$ cat src/hdl/session_id_table_with_expiry_core_macros.svh
// Assertion macros for the session id table.
`ifndef SESSION_ID_TABLE_WITH_EXPIRY_CORE_MACROS_SVH
`define SESSION_ID_TABLE_WITH_EXPIRY_CORE_MACROS_SVH
`ifndef SYNTH
`define SIDT_ASSERT(lbl, clk, rstn, prop) \
	lbl: assert property (@(posedge clk) disable iff (!(rstn)) prop) \
	else $error("sidt assertion failed");
`define SIDT_ASSERT_ALWAYS(lbl, clk, prop) \
	lbl: assert property (@(posedge clk) prop) \
	else $error("sidt assertion failed");
`else
`define SIDT_ASSERT(lbl, clk, rstn, prop)
`define SIDT_ASSERT_ALWAYS(lbl, clk, prop)
`endif
`endif

$ cat src/hdl/sidt_pkg.sv
// ----------------------------------------------------------------------------
// sidt_pkg
// Shared constants, codes and types of the session id table.
// ----------------------------------------------------------------------------
`default_nettype none
package sidt_pkg;
	localparam int ENTRIES = 64;
	localparam int IDX_W = $clog2(ENTRIES);
	localparam int CNT_W = 7;
	localparam logic [CNT_W-1:0] CNT_MAX = {CNT_W{1'b1}};
	localparam int LIFE_W = 16;
	localparam logic [LIFE_W-1:0] LIFE_RESET = 16'd60;

	localparam logic [1:0] OP_INSERT = 2'd0;
	localparam logic [1:0] OP_VALIDATE = 2'd1;
	localparam logic [1:0] OP_EXPIRE = 2'd2;

	localparam logic [1:0] STAT_DONE = 2'd0;
	localparam logic [1:0] STAT_DUP = 2'd1;
	localparam logic [1:0] STAT_FULL = 2'd2;
	localparam logic [1:0] STAT_NOT_FOUND = 2'd3;

	typedef struct packed {
		logic [31:0] key_high;
		logic [63:0] key_mid;
		logic [63:0] key_low;
		logic        mc;
		logic [31:0] expiry;
	} entry_t;

	typedef struct packed {
		logic load;    // capture the request and restart the scan
		logic rd;      // read the entry at the scan address
		logic finish;  // commit the update and present the result
	} cmd_t;

	typedef struct packed {
		logic addr_last;
	} sts_t;
endpackage
`default_nettype wire

$ cat src/hdl/sidt_ctrl.sv
// ----------------------------------------------------------------------------
// sidt_ctrl
// Sequencer that steps the datapath through one scan of the table.
// ----------------------------------------------------------------------------
`default_nettype none
`include "session_id_table_with_expiry_core_macros.svh"
module sidt_ctrl (
	input  wire              clk,
	input  wire              arst_n,
	input  wire              start,
	output logic             busy,
	output sidt_pkg::cmd_t   cmd,
	input  sidt_pkg::sts_t   sts
);
	localparam logic [1:0] ST_IDLE = 2'd0;
	localparam logic [1:0] ST_SCAN = 2'd1;
	localparam logic [1:0] ST_LAST = 2'd2;
	localparam logic [1:0] ST_DONE = 2'd3;

	logic [1:0] state_q;
	logic [1:0] state_d;

	always_comb begin
		state_d = state_q;
		cmd = '0;
		case (state_q)
			ST_IDLE: begin
				if (start) begin
					cmd.load = 1'b1;
					state_d = ST_SCAN;
				end
			end
			ST_SCAN: begin
				cmd.rd = 1'b1;
				if (sts.addr_last) begin
					state_d = ST_LAST;
				end
			end
			// The last entry is compared here.
			ST_LAST: begin
				state_d = ST_DONE;
			end
			ST_DONE: begin
				cmd.finish = 1'b1;
				state_d = ST_IDLE;
			end
			default: begin
				state_d = ST_IDLE;
			end
		endcase
	end

	always_ff @(posedge clk or negedge arst_n) begin
		if (!arst_n) begin
			state_q <= ST_IDLE;
		end else begin
			state_q <= state_d;
		end
	end

	assign busy = (state_q != ST_IDLE);

	`SIDT_ASSERT(a_done_to_idle, clk, arst_n, (state_q == ST_DONE) |=> (state_q == ST_IDLE))
	`SIDT_ASSERT(a_scan_end, clk, arst_n, (state_q == ST_SCAN && sts.addr_last) |=> (state_q == ST_LAST))
	`SIDT_ASSERT(a_start_taken, clk, arst_n, (start && !busy) |=> (state_q == ST_SCAN))
endmodule
`default_nettype wire

$ cat config.mk
export PLATFORM = sky130hd
export DESIGN_NAME = sidt_ctrl
export DESIGN_NICKNAME = d
export VERILOG_FILES = /design/src/hdl/sidt_pkg.sv /design/src/hdl/sidt_ctrl.sv
export VERILOG_INCLUDE_DIRS = /design/src /design/src/hdl
export SDC_FILE = /design/constraint.sdc
export NUM_CORES = 1
export LEC_CHECK = 0
export ABC_AREA = 1
export ABC_CLOCK_PERIOD_IN_PS = 1300
export BUFFER_PORTS_ARGS = -buffer_cell sky130_fd_sc_hd__buf_2
export CAP_MARGIN = 20
export CORE_AREA = 2 2 39 41
export CTS_BUF_LIST = sky130_fd_sc_hd__clkbuf_4 sky130_fd_sc_hd__clkbuf_8 sky130_fd_sc_hd__clkbuf_16
export CTS_CLUSTER_DIAMETER = 80
export DETAILED_ROUTE_END_ITERATION = 8
export DIE_AREA = 0 0 41 43
export GPL_TIMING_DRIVEN = 0
export SYNTH_ARGS = -nofsm -noshare
export SYNTH_HDL_FRONTEND = slang
export SYNTH_SLANG_ARGS = --single-unit
export TNS_END_PERCENT = 1
$ cat constraint.sdc
create_clock -name clk -period 1.3 [get_ports clk]
set_input_delay 0.065 -clock clk [delete_from_list [all_inputs] [get_ports clk]]
set_output_delay 0.065 -clock clk [all_outputs]
set_load 0.01 [all_outputs]
==> summary.md <==
| Metric | Value |
|---|---|
| Post-synthesis cell area | `191 um^2` |
| Clk sinks | `2` |
| CP Data Arrival Time | `1170 ps` |
| Status | `completed` |
| Gr ovfl total | `0` |
| PD cells | `2200 nW/um^2` |
| Crit path kind | `flip-flop to output pin` |
| DP Cell Count | `49` |
| Critical path data required time | `1240 ps` |
| H-tree depth | `1` |
| Count of different cell masters after synthesis | `6` |
| Warnings, synthesis | `0` |
| Boundary Pins | `8` |
| Tightest Pin Transition | `167 ps` |
| Period utilization | `0.954` |
| DR iter-0 viols | `0` |
| Via count | `175` |
| Num CTS Buffers | `3` |
| Hold Violations, Final | `0` |
| Max Root-Sink Buffers | `2` |
| Critical R2R Launch | `state_q[0]$_DFFE_PN0P_` |
| Sequential share of the synthesized area | `0.261` |
| Fillers | `158` |
| Crit end category | `output pin` |
| Via density | `3.30` |
| Mapped Avg Cell Area | `7.36 um^2` |
| R2R setup slack | `230 ps` |
| Starting Density | `0.138` |
| Final Critical Period | `1240 ps` |
| Total of max-cap violations | `0` |
| Setup TNS | `0 ps` |
| Root Driver | `clkbuf_4` |
| Largest register FFs | `2` |
| Endpoints failing setup | `0` |
| Most frequent cells in the layout | `inv_1 (7), nand2_1 (7), buf_2 (7)` |
| Drt total wl | `350 um` |
| CP startpoint kind | `flip-flop` |
| Dpl hpwl | `279 um` |
| Clk slew on worst S/H paths | `30 ps` |
| Total die area | `1760 um^2` |
| Initial antenna violation count | `0` |
| Reg-to-reg endpoint | `state_q[1]$_DFFE_PN0P_` |
| Largest net degree at the start of global routing | `5` |
| Average wire per cell in the routed design | `6.60 um` |
| Worst vdd ir | `0.392 mV` |
| Syn_nets | `35` |
| Die Y | `43 um` |
| Final std cells w/o fill | `53` |
| Port bufs | `7` |
| TritonCTS clock tree | `yes` |
| DR pass1 iterations | `1` |
| Die X | `41 um` |
| Fmax | `0.807 GHz` |
| ANT cells | `0` |
| Hold Path Class | `input pin to async pin` |
| Most flops, register | `state_q` |
| GPL Wtd Cong | `0.630` |
| Number of global-route vias before repair | `143` |
| # rows | `14` |
| Cell count after synthesis | `26` |
| Layout cell share with drive strength beyond 1 | `0.378` |
| RSZ-0062 raised after global routing | `false` |
| Reg2reg path depth | `5` |
| LEAKAGE | `0.178 nW` |
| Biggest regs | `state_q x2` |
| Core Box Area | `1380 um^2` |
| Critical Path Fanout Max | `4` |
| Global-route usage over all layers | `0.0501` |
| First-pass GRT wire length | `545 um` |
| CP Launch Point | `state_q[0]$_DFFE_PN0P_` |
| Routed Antenna Nets | `0` |
| Rel. slew slack | `0.888` |
| Area delta synth->final | `47.1%` |
| Number of synthesized register bits | `2` |
| Clk_skew | `1.17 ps` |
| Final Slew Violations | `0` |
| Clk_lat worst skew | `220 ps` |
| DRC errors left | `0` |
| Final net count | `48` |
-- per-layer routing --
metal	up-vias	wire length, um	global-route usage
met5	-	0	0
met4	0	0	0.0400
met3	0	28	0.0314
met2	7	153	0.0656
met1	72	169	0.0543
li1	96	-	-
-- worst max-delay path, stage by stage, from the launching register on --
cell and delay (ps):
dfrtp_1 410, inv_1 120, ha_2 220, nand2_1 50, inv_1 40, buf_2 110
-- area by class of cell --
type | count | area [um^2] | share of cell area
timing repair buffer | 8 | 45.0 | 0.160
multi-input combinational | 16 | 114 | 0.404
sequential | 2 | 50.0 | 0.178
tap | 16 | 20.0 | 0.0711
inverter | 8 | 30.0 | 0.107
clock buffer | 3 | 22.5 | 0.0800
-- repair_timing --
item,CTS,global route
gates resized for setup,0,2
hold buffers,1,0
buffers inserted,0,0
endpoints found under the hold margin,2,0
setup endpoints to repair,0,2
-- synth_stat cells, drive strengths merged --
cell,n,area [um^2]
ha,5,62.6
inv,8,30.0
dfrtp,2,50.1
nand2,9,38.8
nand3,2,10.0
-- cells by family after synthesis --
group                      share of synthesized area
adders and majority gates                      0.327
buffers and inverters                          0.157
DFF                                            0.261
and+or+nand+nor                                0.255
-- stage by stage --
step	hold WS [ps]	utilization	area, um^2	power, mW	setup slack, ps
final	157	0.203	282	0.618	60.4
after CTS	146	0.202	279	0.629	19.5
after detailed placement	-147	0.178	246	0.481	176
after floorplan	-231	-	191	0.380	264
after global placement	-149	0.178	246	0.468	200
after global routing	168	0.203	282	0.706	10.4
-- power breakdown --
part,internal (mW),switching (mW),leakage (nW)
Sequential,0.0980,0.0411,0.0240
Combinational,0.147,0.195,0.140
Clock,0.102,0.0348,0.0138
-- how the worst max path moves through the flow --
stage / endpoint / slack, ps / depth (start not counted)
4_1_cts: cmd[2] / 20 / 5
6_report: cmd[2] / 60 / 5
5_1_grt: cmd[2] / 10 / 5
2_1_floorplan: state_q[0]$_DFFE_PN0P_ / 260 / 5
3_5_place_dp: state_q[1]$_DFFE_PN0P_ / 180 / 6
3_3_place_gp: state_q[1]$_DFFE_PN0P_ / 200 / 6
Power figures use the tool's default switching activity.
